[src/rtl/core/epm_pkg.sv]
// shared types and constants of the exact pattern matcher
`timescale 1ns / 1ps
`default_nettype none

package epm_pkg;

  localparam int unsigned SYM_W     = 7;
  localparam int unsigned START_W   = 16;
  localparam int unsigned COUNT_W   = 17;
  localparam int unsigned QUEUE_D   = 3;
  localparam int unsigned QCNT_W    = 2;

  localparam logic [START_W-1:0] START_MAX = 16'hFFFF;
  localparam logic [COUNT_W-1:0] COUNT_MAX = 17'h10000;

  typedef enum logic {
    OP_LOAD = 1'b0,
    OP_TEXT = 1'b1
  } epm_op_e;

  typedef struct packed {
    logic pat_shift;
    logic win_shift;
    logic win_clear;
  } epm_cell_ctrl_t;

  typedef struct packed {
    logic               is_summary;
    logic [COUNT_W-1:0] match_count;
    logic [START_W-1:0] match_start;
  } epm_result_t;

  typedef struct packed {
    logic first;
    logic second;
  } epm_push_t;

endpackage

`default_nettype wire

[src/rtl/core/epm_cell.sv]
// one matcher cell: a pattern character, a text window character and their compare
`timescale 1ns / 1ps
`default_nettype none

module epm_cell (
  input  wire logic                      clk_i,
  input  wire logic                      rst_ni,
  input  wire epm_pkg::epm_cell_ctrl_t   ctrl_i,
  input  wire logic [epm_pkg::SYM_W-1:0] pat_i,
  input  wire logic [epm_pkg::SYM_W-1:0] win_i,
  output      logic [epm_pkg::SYM_W-1:0] pat_o,
  output      logic [epm_pkg::SYM_W-1:0] win_o,
  output      logic                      hit_o
);

  logic [epm_pkg::SYM_W-1:0] pat_q;
  logic [epm_pkg::SYM_W-1:0] win_q;

  // pattern characters need no reset, only written ones are looked at
  always_ff @(posedge clk_i) begin
    if (ctrl_i.pat_shift) begin
      pat_q <= pat_i;
    end
  end

  always_ff @(posedge clk_i or negedge rst_ni) begin
    if (!rst_ni) begin
      win_q <= '0;
    end else if (ctrl_i.win_clear) begin
      win_q <= '0;
    end else if (ctrl_i.win_shift) begin
      win_q <= win_i;
    end
  end

  // compare against the character this cell holds after the shift
  assign hit_o = (win_i == pat_q);
  assign pat_o = pat_q;
  assign win_o = win_q;

endmodule

`default_nettype wire

[src/rtl/core/epm_out_queue.sv]
// three-entry result queue between the cell row and the output stream
`timescale 1ns / 1ps
`default_nettype none

module epm_out_queue (
  input  wire logic                  clk_i,
  input  wire logic                  rst_ni,
  input  wire epm_pkg::epm_push_t    push_i,
  input  wire epm_pkg::epm_result_t  first_i,
  input  wire epm_pkg::epm_result_t  second_i,
  output      logic                  space_o,
  output      logic                  valid_o,
  input  wire logic                  ready_i,
  output      epm_pkg::epm_result_t  head_o
);

  epm_pkg::epm_result_t               slot_q [epm_pkg::QUEUE_D];
  epm_pkg::epm_result_t               slot_d [epm_pkg::QUEUE_D];
  logic [epm_pkg::QCNT_W-1:0]         count_q;
  logic [epm_pkg::QCNT_W-1:0]         count_d;
  logic [epm_pkg::QCNT_W-1:0]         base;
  logic                               pop;

  assign pop     = valid_o && ready_i;
  assign valid_o = (count_q != '0);
  assign space_o = (count_q <= epm_pkg::QCNT_W'(1));
  assign head_o  = slot_q[0];

  always_comb begin
    base = pop ? (count_q - epm_pkg::QCNT_W'(1)) : count_q;
    for (int i = 0; i < epm_pkg::QUEUE_D; i++) begin
      if (pop && (i < epm_pkg::QUEUE_D - 1)) begin
        slot_d[i] = slot_q[i+1];
      end else begin
        slot_d[i] = slot_q[i];
      end
      if (push_i.first && (epm_pkg::QCNT_W'(i) == base)) begin
        slot_d[i] = first_i;
      end else if (push_i.second && (epm_pkg::QCNT_W'(i) == base + epm_pkg::QCNT_W'(1))) begin
        slot_d[i] = second_i;
      end
    end
    count_d = base + epm_pkg::QCNT_W'(push_i.first) + epm_pkg::QCNT_W'(push_i.second);
  end

  always_ff @(posedge clk_i) begin
    for (int i = 0; i < epm_pkg::QUEUE_D; i++) begin
      slot_q[i] <= slot_d[i];
    end
  end

  always_ff @(posedge clk_i or negedge rst_ni) begin
    if (!rst_ni) begin
      count_q <= '0;
    end else begin
      count_q <= count_d;
    end
  end

endmodule

`default_nettype wire

[src/rtl/core/exact_pattern_matcher.sv]
// top level of the exact pattern matcher: cell row, position and count, result queue
//
// channel  | dir | payload
// s_axis   | in  | tdata[6:0] symbol, tuser operation (0 load, 1 text), tlast last
// m_axis   | out | tdata[15:0] match_start, tdata[32:16] match_count, tuser is_summary
//
// one character per cycle while tready is high: every cell compares its window character with its
// pattern character in the cycle the character is taken, and the row result
// goes straight into the result queue
// tready drops while the queue holds two or more results (output stalled)
// reset empties the pattern and the text window, no clearing pass
`timescale 1ns / 1ps
`default_nettype none

module exact_pattern_matcher #(
  parameter int unsigned      MAX_PATTERN = 32,
  parameter longint unsigned  MAX_TEXT    = 65536
) (
  input  wire logic        clk_i,
  input  wire logic        rst_ni,
  input  wire logic        s_axis_tvalid,
  output      logic        s_axis_tready,
  input  wire logic [7:0]  s_axis_tdata,   // [6:0] symbol, [7] zero
  input  wire logic        s_axis_tuser,   // [0] operation
  input  wire logic        s_axis_tlast,
  output      logic        m_axis_tvalid,
  input  wire logic        m_axis_tready,
  output      logic [39:0] m_axis_tdata,   // [15:0] match_start, [32:16] match_count, [39:33] zero
  output      logic        m_axis_tuser    // [0] is_summary
);

  localparam int unsigned LEN_W = $clog2(MAX_PATTERN + 1);
  localparam int unsigned POS_W = $clog2(MAX_TEXT + 1);
  localparam int unsigned CMP_W = (POS_W > epm_pkg::START_W) ? POS_W : epm_pkg::START_W;

  logic [LEN_W-1:0]               length_q;
  logic [LEN_W-1:0]               length_d;
  logic                           restart_q;
  logic [POS_W-1:0]               pos_q;
  logic [POS_W-1:0]               pos_next;
  logic [epm_pkg::COUNT_W-1:0]    count_q;
  logic [epm_pkg::COUNT_W-1:0]    count_next;

  logic                           accept;
  logic                           is_text;
  logic                           space;
  logic                           match;
  logic [LEN_W-1:0]               load_base;
  logic [POS_W-1:0]               start_full;
  logic [CMP_W-1:0]               start_cmp;
  logic [epm_pkg::START_W-1:0]    start_sat;
  logic [epm_pkg::SYM_W-1:0]      sym;

  epm_pkg::epm_cell_ctrl_t        ctrl;
  epm_pkg::epm_push_t             push;
  epm_pkg::epm_result_t           first;
  epm_pkg::epm_result_t           second;
  epm_pkg::epm_result_t           head;

  logic [epm_pkg::SYM_W-1:0]      pat_chain [MAX_PATTERN];
  logic [epm_pkg::SYM_W-1:0]      win_chain [MAX_PATTERN];
  logic [MAX_PATTERN-1:0]         hit;
  logic [MAX_PATTERN-1:0]         cell_ok;

  assign sym           = s_axis_tdata[epm_pkg::SYM_W-1:0];
  assign s_axis_tready = space;
  assign accept        = s_axis_tvalid && s_axis_tready;
  assign is_text       = (epm_pkg::epm_op_e'(s_axis_tuser) == epm_pkg::OP_TEXT);

  // a restarting load begins a fresh pattern, a full pattern ignores more characters
  assign load_base = restart_q ? '0 : length_q;

  always_comb begin
    ctrl.pat_shift = accept && !is_text && (load_base < LEN_W'(MAX_PATTERN));
    ctrl.win_shift = accept && is_text;
    ctrl.win_clear = accept && (!is_text || s_axis_tlast);
    length_d = length_q;
    if (accept && !is_text) begin
      length_d = ctrl.pat_shift ? (load_base + LEN_W'(1)) : load_base;
    end
  end

  // cell k holds the pattern character that must line up with the k-th newest text character
  for (genvar k = 0; k < MAX_PATTERN; k++) begin : g_cell
    logic [epm_pkg::SYM_W-1:0] pat_in;
    logic [epm_pkg::SYM_W-1:0] win_in;
    if (k == 0) begin : g_head
      assign pat_in = sym;
      assign win_in = sym;
    end else begin : g_body
      assign pat_in = pat_chain[k-1];
      assign win_in = win_chain[k-1];
    end
    epm_cell u_cell (
      .clk_i  (clk_i),
      .rst_ni (rst_ni),
      .ctrl_i (ctrl),
      .pat_i  (pat_in),
      .win_i  (win_in),
      .pat_o  (pat_chain[k]),
      .win_o  (win_chain[k]),
      .hit_o  (hit[k])
    );
    assign cell_ok[k] = hit[k] || (LEN_W'(k) >= length_q);
  end

  always_comb begin
    pos_next = (pos_q != POS_W'(MAX_TEXT)) ? (pos_q + POS_W'(1)) : pos_q;
    match    = (length_q != '0) && (pos_next >= POS_W'(length_q)) && (&cell_ok);
    start_full = pos_next - POS_W'(length_q);
    start_cmp  = CMP_W'(start_full);
    start_sat  = (start_cmp > CMP_W'(epm_pkg::START_MAX)) ? epm_pkg::START_MAX
                                                          : start_cmp[epm_pkg::START_W-1:0];
    count_next = (match && (count_q != epm_pkg::COUNT_MAX)) ? (count_q + epm_pkg::COUNT_W'(1))
                                                           : count_q;
  end

  always_comb begin
    first  = '{is_summary: 1'b0, match_count: count_next, match_start: start_sat};
    second = '{is_summary: 1'b1, match_count: count_next, match_start: '0};
    push.first  = ctrl.win_shift && (match || s_axis_tlast);
    push.second = ctrl.win_shift && match && s_axis_tlast;
    if (!match) begin
      first = second;
    end
  end

  always_ff @(posedge clk_i or negedge rst_ni) begin
    if (!rst_ni) begin
      length_q  <= '0;
      restart_q <= 1'b1;
      pos_q     <= '0;
      count_q   <= '0;
    end else begin
      length_q <= length_d;
      if (accept && !is_text) begin
        restart_q <= s_axis_tlast;
      end
      if (ctrl.win_clear) begin
        pos_q   <= '0;
        count_q <= '0;
      end else if (ctrl.win_shift) begin
        pos_q   <= pos_next;
        count_q <= count_next;
      end
    end
  end

  epm_out_queue u_queue (
    .clk_i    (clk_i),
    .rst_ni   (rst_ni),
    .push_i   (push),
    .first_i  (first),
    .second_i (second),
    .space_o  (space),
    .valid_o  (m_axis_tvalid),
    .ready_i  (m_axis_tready),
    .head_o   (head)
  );

  assign m_axis_tdata = {7'd0, head.match_count, head.match_start};
  assign m_axis_tuser = head.is_summary;

endmodule

`default_nettype wire
[config.mk]
export PLATFORM = sky130hd
export DESIGN_NAME = exact_pattern_matcher
export DESIGN_NICKNAME = d
export VERILOG_FILES = /design/src/rtl/core/epm_pkg.sv /design/src/rtl/core/epm_cell.sv /design/src/rtl/core/epm_out_queue.sv /design/src/rtl/core/exact_pattern_matcher.sv
export SDC_FILE = /design/constraint.sdc
export NUM_CORES = 1
export LEC_CHECK = 0
export BUFFER_PORTS_ARGS = -buffer_cell sky130_fd_sc_hd__buf_2
export CAP_MARGIN = 0
export CORE_UTILIZATION = 35
export CTS_BUF_LIST = sky130_fd_sc_hd__clkbuf_8
export CTS_CLUSTER_SIZE = 12
export DETAILED_ROUTE_END_ITERATION = 16
export SYNTH_ARGS = -nofsm -noshare
export SYNTH_HDL_FRONTEND = slang
export SYNTH_HIERARCHICAL = 1
export SYNTH_SLANG_ARGS = --single-unit
[constraint.sdc]
create_clock -name clk_i -period 16.1 [get_ports clk_i]
set_clock_uncertainty 0.15 [all_clocks]
set_input_delay 3.22 -clock clk_i [delete_from_list [all_inputs] [get_ports clk_i]]
set_output_delay 3.22 -clock clk_i [all_outputs]
set_load 0.02 [all_outputs]
# Word level (Yosys, flattened, before mapping)
# Memories as Yosys holds them, arrays and structs flattened.
# Cells that the tools add are included.
# W data, S select, Z words.
# totals
reg_bits	484
ram_bits	102
output_inout_bits	43
mem_count	1
# memory_table
memory	depth	width	rd	rd_ports_with_merged_regs	write_ports	line_no	source
u_queue.slot_q	3	34	3	0	3	epm_out_queue.sv:17	epm_pkg::epm_result_t slot_q [epm_pkg::QUEUE_D];
# op_classes
addsub	8
order_cmp	36
n_eq_ne	38
muxes	81
reduce_logical	59
# op_table
operator	n
$mux W7	62
$mux W34	9
$eq A7 B7 Y1	32
$mux W17	6
$ge A5 B6 Y1 const A	16
$ge A4 B6 Y1 const A	8
$add A17 B1 Y17 const B	2
$logic_or A1 B1 Y1	34
$ne A17 B17 Y1 const B	2
$reduce_and A32 Y1	1
$ge A3 B6 Y1 const A	4
$logic_and A1 B1 Y1	18
$ge A17 B6 Y1	1
$gt A17 B16 Y1 const B	1
$sub A17 B6 Y17	1
$mux W16	1
$ge A1 B6 Y1 const A	2
$ge A2 B6 Y1 const A	2
$mux W6	2
$add A6 B1 Y6 const B	1
$lt A6 B6 Y1 const B	1
$reduce_bool A6 Y1	1
$add A2 B1 Y2	2
$eq A1 B2 Y1 const A	2
other kinds (8)	11

# Longest topological paths before layout
# Gate-level depths: netlist (run 1).
# depth
depth_word	10
mapped_depth	24
mapped_depth_nobuf	20

# Cells and area by module
# Netlist (run 1), hierarchy kept.
# by_module_without_submodules
mod	instances	cells_per_inst	area_per_inst_um2	seq_area_each_um2
epm_cell	32	38	569.3	385.4
epm_out_queue	1	448	5420.2	3113.0
exact_pattern_matcher	1	508	3893.7	1027.2

# Worst setup path before layout (run 1)
# OpenSTA, ideal clock, no wires.
# synth_path
path_type	in2reg
from	input port s_axis_tvalid
to	register length_q[1]
setup_ps	613
arrival_time_ps	14878
path_slack_ps	459
path_stages	5
path_cell_list	and2_1 > clkbuf_1 > nand2b_1 > a21oi_1 > o21ai_0
# synth_lines
element	line_no	source
from (decl)	exact_pattern_matcher.sv:21	input wire logic s_axis_tvalid,
to (signal assigned)	exact_pattern_matcher.sv:135	length_q <= length_d;
to (decl)	exact_pattern_matcher.sv:36	logic [LEN_W-1:0] length_q;

==> impl_results.html, run 1 <==
<table>
<tr><th>Metric</th><th>Value</th></tr>
<tr><th colspan="2">STA</th></tr>
<tr><td>Total negative slack</td><td>0 ns</td></tr>
<tr><td>Final slew viol count</td><td>0</td></tr>
<tr><td>Setup repair after global routing missed its margin</td><td>no</td></tr>
<tr><td>Slew of the pin with the lowest slew margin</td><td>1.17 ns</td></tr>
<tr><td>Hold Vio Cnt, Final</td><td>0</td></tr>
<tr><td>Final WS setup</td><td>7.77 ns</td></tr>
<tr><td>Final Cycle Share</td><td>0.517</td></tr>
<tr><td>Minimum clock period after layout</td><td>8.33 ns</td></tr>
<tr><td>Setup violations, final</td><td>0</td></tr>
<tr><td>Worst slew margin</td><td>0.220</td></tr>
<tr><td>Maximum clock frequency</td><td>120 MHz</td></tr>
<tr><th colspan="2">Run</th></tr>
<tr><td>Max-cap viol count</td><td>0</td></tr>
<tr><th colspan="2">Place</th></tr>
<tr><td>Minimum setup slack after placement</td><td>7.03 ns</td></tr>
<tr><td>Placer Congestion</td><td>0.851</td></tr>
<tr><td>Estimated wirelength of the detail-placed design</td><td>34.1 mm</td></tr>
<tr><td>IO Port Bufs</td><td>48</td></tr>
<tr><th colspan="2">Critical path</th></tr>
<tr><td>Kind of end point of the critical path</td><td>register</td></tr>
<tr><td>Setup Crit Path Kind</td><td>in2reg</td></tr>
<tr><td>Required @ worst endpoint</td><td>16.26 ns</td></tr>
<tr><td>Kind of start point of the critical path</td><td>input pin</td></tr>
<tr><td>Arr. time, crit path</td><td>8.48 ns</td></tr>
<tr><td>Number of cell instances on the worst register-to-register path</td><td>16</td></tr>
<tr><td>Highest net fanout along the worst path</td><td>34</td></tr>
<tr><th colspan="2">Die</th></tr>
<tr><td>Row count</td><td>101</td></tr>
<tr><td>Die outline area</td><td>0.0790 mm2</td></tr>
<tr><td>I/O pins</td><td>57</td></tr>
<tr><td>Floorplan die height</td><td>281 um</td></tr>
<tr><td>Core area</td><td>0.0765 mm2</td></tr>
<tr><td>Effective utilization at floorplan</td><td>0.356</td></tr>
<tr><td>Die X-Extent</td><td>281 um</td></tr>
<tr><th colspan="2">Min path</th></tr>
<tr><td>Instance count along the most critical hold path</td><td>0</td></tr>
<tr><td>Class of the worst hold path</td><td>reg2reg</td></tr>
<tr><th colspan="2">Global routing</th></tr>
<tr><td>Overflow left after global routing</td><td>0</td></tr>
<tr><td>Pin count of the biggest net entering global routing</td><td>85</td></tr>
<tr><td>Initial antenna violation count</td><td>0</td></tr>
<tr><td>Overall track demand over capacity in global routing</td><td>0.143</td></tr>
<tr><td>Via count of the first global-routing pass</td><td>16900</td></tr>
<tr><td>First-pass GRT wire length</td><td>91.2 mm</td></tr>
<tr><th colspan="2">Drt</th></tr>
<tr><td>Vias after detailed routing</td><td>16500</td></tr>
<tr><td>Overall routed net length</td><td>55.9 mm</td></tr>
<tr><td>Wire per inst</td><td>16.7 um</td></tr>
<tr><td>Count of nets left with antenna violations after detail routing</td><td>0</td></tr>
<tr><td>Starting DRC count in detailed routing</td><td>1112</td></tr>
<tr><td>Number of design rule violations left after detail routing</td><td>0</td></tr>
<tr><td>First drt pass iteration count</td><td>5</td></tr>
<tr><td>Average vias per placed instance</td><td>4.94</td></tr>
<tr><th colspan="2">Synth</th></tr>
<tr><td>Total of warnings raised by yosys</td><td>6</td></tr>
<tr><td>Post-Syn Instances</td><td>2150</td></tr>
<tr><td>Summed instance area of the synthesized netlist</td><td>0.0273 mm2</td></tr>
<tr><td>Synth Area per Inst</td><td>12.7 um2</td></tr>
<tr><th colspan="2">Power and ir drop</th></tr>
<tr><td>Pwr Density</td><td>140 mW/mm2</td></tr>
<tr><td>Highest ir drop seen on vdd</td><td>0.0000669 V</td></tr>
<tr><td>Leak pwr</td><td>0.0118 uW</td></tr>
<tr><th colspan="2">Clock network</th></tr>
<tr><td>Number of sinks driven by the clock tree</td><td>586</td></tr>
<tr><td>Post_cts resized</td><td>0</td></tr>
<tr><td>Clock tree from TritonCTS</td><td>built</td></tr>
<tr><td>Buffer depth of the longest clock path</td><td>3</td></tr>
<tr><td>Root buffer cell</td><td>sky130_fd_sc_hd__clkbuf_8</td></tr>
<tr><td>Hold-fix buffer count after cts</td><td>0</td></tr>
<tr><td>Number of H-tree levels</td><td>3</td></tr>
<tr><td>Setup Fix Bufs, Post-CTS</td><td>0</td></tr>
<tr><td>Clock buffers created by TritonCTS</td><td>96</td></tr>
<tr><td>Clock-pin slew on the worst setup and hold paths</td><td>0.06 ns</td></tr>
<tr><td>Clock latency at the later pin of the worst-skew pair</td><td>0.70 ns</td></tr>
<tr><th colspan="2">Final layout</th></tr>
<tr><td>Fraction of final layout cells sized beyond drive strength 1</td><td>0.124</td></tr>
<tr><td>Number of fill cells</td><td>7211</td></tr>
<tr><td>Post-layout net count</td><td>2257</td></tr>
<tr><td>Number of inserted diodes</td><td>0</td></tr>
<tr><td>Area Growth Syn to Fin</td><td>10.9%</td></tr>
<tr><th colspan="2">Status</th></tr>
<tr><td>Status</td><td>completed</td></tr>
</table>
routing by layer:
metal,track usage,up-vias,share of wire
li1,-,7876,-
met1,0.189,8183,0.46
met2,0.234,331,0.48
met3,0.0298,114,0.041
met4,0.0468,0,0.026
met5,0,-,0
registers in the layout, indices dropped and copies added (netlist names):
| name | count |
|---|---|
| u_queue/count_q | 2 |
| g_cell.u_cell/pat_o | 224 |
| u_queue/slot_q | 102 |
| count_q | 17 |
| restart_q | 1 |
| length_q | 6 |
| g_cell.u_cell/win_o | 217 |
| pos_q | 17 |
cell usage in the layout (no fill, tap or decap), drive strengths merged, types with 10 or more instances in the layout:
cell type,n
nand3,55
clkinv,19
and3,18
mux2i,219
clkbuf,110
and2,45
nand4,45
dfrtp,259
conb,58
nand2,52
a31oi,48
xnor2,160
o21ai,78
nor4,41
a21oi,39
mux2,36
edfxtp,326
ha,13
nor2b,10
inv,73
xor2,110
nor2,271
a221o,35
nor3,12
buf,74
power breakdown:
group          total, uW  leakage [uW]  switching (uW)  internal (uW)
sequential          1970       0.00666             107           1860
clock               1260       0.00113             602            661
combinational        993       0.00403             673            319
total               4220        0.0118            1380           2840
critical path: stages:
cell and delay [ns]:
sky130_fd_sc_hd__buf_2 0.12, sky130_fd_sc_hd__xnor2_1 0.18, sky130_fd_sc_hd__nand4_1 0.15, sky130_fd_sc_hd__nor4_2 0.52
sky130_fd_sc_hd__a21oi_1 0.07, sky130_fd_sc_hd__or4_1 0.54, sky130_fd_sc_hd__nor4_1 0.16, sky130_fd_sc_hd__and4_1 0.64
sky130_fd_sc_hd__and2_4 0.29, sky130_fd_sc_hd__inv_2 0.22, sky130_fd_sc_hd__a21boi_0 0.97, sky130_fd_sc_hd__a32oi_1 0.37
sky130_fd_sc_hd__a21oi_4 0.99
worst paths after layout:
path                                              end  slack, ns                       start
min in group asynchronous  g_cell[28].u_cell/win_o[5]       2.37                      rst_ni
max                             u_queue/slot_q[0][77]       7.77             s_axis_tdata[1]
max reg2reg                     u_queue/slot_q[0][35]       8.42                    pos_q[7]
max in group asynchronous   g_cell[3].u_cell/win_o[3]      11.29                      rst_ni
min                        g_cell[20].u_cell/pat_o[5]       0.30  g_cell[19].u_cell/pat_o[5]
min reg2reg                g_cell[20].u_cell/pat_o[5]       0.30  g_cell[19].u_cell/pat_o[5]
stage by stage:
step,hold WS [ns],instance area [um2],cells,util,power (uW)
after floorplan,0.297,27500,2206,-,2770
after global routing,0.297,30200,3339,0.395,4450
after CTS,0.289,30200,3339,0.395,4270
after detailed placement,0.306,28300,3160,0.371,3000
final,0.297,30200,3339,0.395,4220
after global placement,0.299,28300,3160,0.371,2960
cell type report:
type	instances	area [um2]	area share
flip-flops and latches	586	16300	0.539
clock buffers	110	1510	0.0501
clock inverters	69	368	0.0122
repair buffers	74	445	0.0147
inverters	25	93.8	0.00310
well taps	1030	1290	0.0426
multi-input cells	1445	10200	0.338
Note: power is estimated with default switching activity, not from simulation.
==> inputs of run 2 (changes only) <==
clock period = 7 ns   (was 16.1 ns; I/O delays follow)
==> impl_results.html, run 2 (same netlist as run 1, synthesis figures left out) <==
<table>
<tr><th>Metric</th><th>Value</th></tr>
<tr><th colspan="2">Status</th></tr>
<tr><td>Status</td><td>completed</td></tr>
<tr><th colspan="2">Run</th></tr>
<tr><td>Max-cap viol count</td><td>0</td></tr>
<tr><th colspan="2">Drt</th></tr>
<tr><td>Number of design rule violations left after detail routing</td><td>0</td></tr>
<tr><td>Overall routed net length</td><td>55.5 mm</td></tr>
<tr><td>Vias after detailed routing</td><td>16500</td></tr>
<tr><td>Average vias per placed instance</td><td>4.94</td></tr>
<tr><td>Starting DRC count in detailed routing</td><td>998</td></tr>
<tr><td>Wire per inst</td><td>16.6 um</td></tr>
<tr><td>First drt pass iteration count</td><td>5</td></tr>
<tr><td>Count of nets left with antenna violations after detail routing</td><td>0</td></tr>
<tr><th colspan="2">Place</th></tr>
<tr><td>Placer Congestion</td><td>0.845</td></tr>
<tr><td>Estimated wirelength of the detail-placed design</td><td>33.5 mm</td></tr>
<tr><td>IO Port Bufs</td><td>48</td></tr>
<tr><td>Minimum setup slack after placement</td><td>0.536 ns</td></tr>
<tr><th colspan="2">Clock network</th></tr>
<tr><td>Number of sinks driven by the clock tree</td><td>586</td></tr>
<tr><td>Hold-fix buffer count after cts</td><td>0</td></tr>
<tr><td>Clock buffers created by TritonCTS</td><td>95</td></tr>
<tr><td>Clock latency at the later pin of the worst-skew pair</td><td>0.69 ns</td></tr>
<tr><td>Buffer depth of the longest clock path</td><td>3</td></tr>
<tr><td>Clock tree from TritonCTS</td><td>built</td></tr>
<tr><td>Post_cts resized</td><td>0</td></tr>
<tr><td>Setup Fix Bufs, Post-CTS</td><td>0</td></tr>
<tr><td>Clock-pin slew on the worst setup and hold paths</td><td>0.07 ns</td></tr>
<tr><td>Number of H-tree levels</td><td>3</td></tr>
<tr><td>Root buffer cell</td><td>sky130_fd_sc_hd__clkbuf_8</td></tr>
<tr><th colspan="2">Global routing</th></tr>
<tr><td>Overall track demand over capacity in global routing</td><td>0.142</td></tr>
<tr><td>Pin count of the biggest net entering global routing</td><td>218</td></tr>
<tr><td>First-pass GRT wire length</td><td>90.6 mm</td></tr>
<tr><td>Overflow left after global routing</td><td>0</td></tr>
<tr><td>Via count of the first global-routing pass</td><td>17100</td></tr>
<tr><td>Initial antenna violation count</td><td>0</td></tr>
<tr><th colspan="2">STA</th></tr>
<tr><td>Minimum clock period after layout</td><td>6.53 ns</td></tr>
<tr><td>Maximum clock frequency</td><td>153 MHz</td></tr>
<tr><td>Slew of the pin with the lowest slew margin</td><td>1.33 ns</td></tr>
<tr><td>Final Cycle Share</td><td>0.933</td></tr>
<tr><td>Setup repair after global routing missed its margin</td><td>no</td></tr>
<tr><td>Worst slew margin</td><td>0.116</td></tr>
<tr><td>Final WS setup</td><td>0.471 ns</td></tr>
<tr><td>Final slew viol count</td><td>0</td></tr>
<tr><td>Setup violations, final</td><td>0</td></tr>
<tr><td>Total negative slack</td><td>0 ns</td></tr>
<tr><td>Hold Vio Cnt, Final</td><td>0</td></tr>
<tr><th colspan="2">Critical path</th></tr>
<tr><td>Kind of start point of the critical path</td><td>register</td></tr>
<tr><td>Highest net fanout along the worst path</td><td>34</td></tr>
<tr><td>Required @ worst endpoint</td><td>7.41 ns</td></tr>
<tr><td>Startpoint of the worst register-to-register path</td><td>pos_q[8]</td></tr>
<tr><td>Number of cell instances on the worst register-to-register path</td><td>16</td></tr>
<tr><td>Beginning of the critical path</td><td>pos_q[8]</td></tr>
<tr><td>Arr. time, crit path</td><td>6.94 ns</td></tr>
<tr><td>Setup Crit Path Kind</td><td>reg2reg</td></tr>
<tr><td>Kind of end point of the critical path</td><td>register</td></tr>
<tr><th colspan="2">Die</th></tr>
<tr><td>Core area</td><td>0.0765 mm2</td></tr>
<tr><td>Floorplan die height</td><td>281 um</td></tr>
<tr><td>Die outline area</td><td>0.0790 mm2</td></tr>
<tr><td>Die X-Extent</td><td>281 um</td></tr>
<tr><td>Effective utilization at floorplan</td><td>0.356</td></tr>
<tr><td>Row count</td><td>101</td></tr>
<tr><td>I/O pins</td><td>57</td></tr>
<tr><th colspan="2">Power and ir drop</th></tr>
<tr><td>Leak pwr</td><td>0.0118 uW</td></tr>
<tr><td>Pwr Density</td><td>320 mW/mm2</td></tr>
<tr><td>Highest ir drop seen on vdd</td><td>0.000173 V</td></tr>
<tr><td>Final Power</td><td>9700 uW</td></tr>
<tr><th colspan="2">Final layout</th></tr>
<tr><td>Leading cell type in the layout, fill and taps excluded</td><td>sky130_fd_sc_hd__edfxtp_1</td></tr>
<tr><td>Top library cells by usage in the layout, fill and taps aside</td><td>326 x sky130_fd_sc_hd__edfxtp_1, 269 x sky130_fd_sc_hd__nor2_1, 259 x sky130_fd_sc_hd__dfrtp_1</td></tr>
<tr><td>Number of fill cells</td><td>7185</td></tr>
<tr><td>Fraction of final layout cells sized beyond drive strength 1</td><td>0.124</td></tr>
<tr><td>Number of inserted diodes</td><td>0</td></tr>
<tr><td>Max FFs per register</td><td>224</td></tr>
<tr><td>Area Growth Syn to Fin</td><td>11.1%</td></tr>
<tr><td>Post-layout net count</td><td>2253</td></tr>
<tr><th colspan="2">Min path</th></tr>
<tr><td>Instance count along the most critical hold path</td><td>0</td></tr>
<tr><td>Start point of the worst hold path</td><td>g_cell[20].u_cell/pat_o[3]</td></tr>
<tr><td>Class of the worst hold path</td><td>reg2reg</td></tr>
</table>
## run 2: report_power, final
group	total, uW	leakage (uW)	switching [uW]	internal [uW]
clock network	2840	0.00108	1390	1450
logic	2340	0.00405	1560	778
registers	4520	0.00666	248	4280
## run 2: metrics by stage
stage / hold WS (ns) / cells / util / area, um2
after floorplan: 0.297 / 2206 / - / 27500
after global placement: 0.300 / 3157 / 0.372 / 28400
after detailed placement: 0.304 / 3157 / 0.372 / 28400
after CTS: 0.275 / 3337 / 0.396 / 30300
after global routing: 0.290 / 3337 / 0.396 / 30300
final: 0.283 / 3337 / 0.396 / 30300
## run 2: cell type report
class,instances,area (um2),share of cell area
Clock buffer,110,1510,0.0500
Clock inverter,70,330,0.0109
Inverter,25,93.8,0.00310
Multi-Input combinational cell,1445,10200,0.338
Sequential cell,586,16300,0.538
Tap cell,1030,1290,0.0426
Timing Repair Buffer,71,523,0.0173
## run 2: layer usage
| metal | part of all wire | wire, um | GRT usage |
|---|---|---|---|
| met1 | 0.44 | 24300 | 0.177 |
| met2 | 0.49 | 27100 | 0.240 |
| met3 | 0.043 | 2380 | 0.0288 |
| met4 | 0.031 | 1740 | 0.0560 |
| met5 | 0 | 0 | 0 |
## run 2: path summary, 6_finish.rpt
kind	endpoint	slack, ns
max in group asynchronous	g_cell[13].u_cell/win_o[2]	4.65
worst min-delay path	g_cell[21].u_cell/pat_o[3]	0.28
min in group asynchronous	g_cell[30].u_cell/win_o[5]	0.57
worst min register to register	g_cell[21].u_cell/pat_o[3]	0.28
worst max register to register	u_queue/slot_q[0][5]	0.47
worst max-delay path	u_queue/slot_q[0][5]	0.47
## run 2: worst max-delay path, stage by stage (launching register included)
cell                      delay, ns
sky130_fd_sc_hd__dfrtp_1       0.52
sky130_fd_sc_hd__or4_1         0.55
sky130_fd_sc_hd__nor4b_2       0.53
sky130_fd_sc_hd__mux2_2        0.44
sky130_fd_sc_hd__ha_1          0.29
sky130_fd_sc_hd__nor2b_1       0.14
sky130_fd_sc_hd__o31a_1        0.27
sky130_fd_sc_hd__o31ai_1       0.55
sky130_fd_sc_hd__nand4_1       0.28
sky130_fd_sc_hd__or3_1         0.47
sky130_fd_sc_hd__and2_4        0.18
sky130_fd_sc_hd__and3_1        0.34
sky130_fd_sc_hd__and2_1        0.24
sky130_fd_sc_hd__a32o_1        0.54
sky130_fd_sc_hd__a21oi_2       0.25
sky130_fd_sc_hd__buf_4         0.41
sky130_fd_sc_hd__a221o_1       0.23
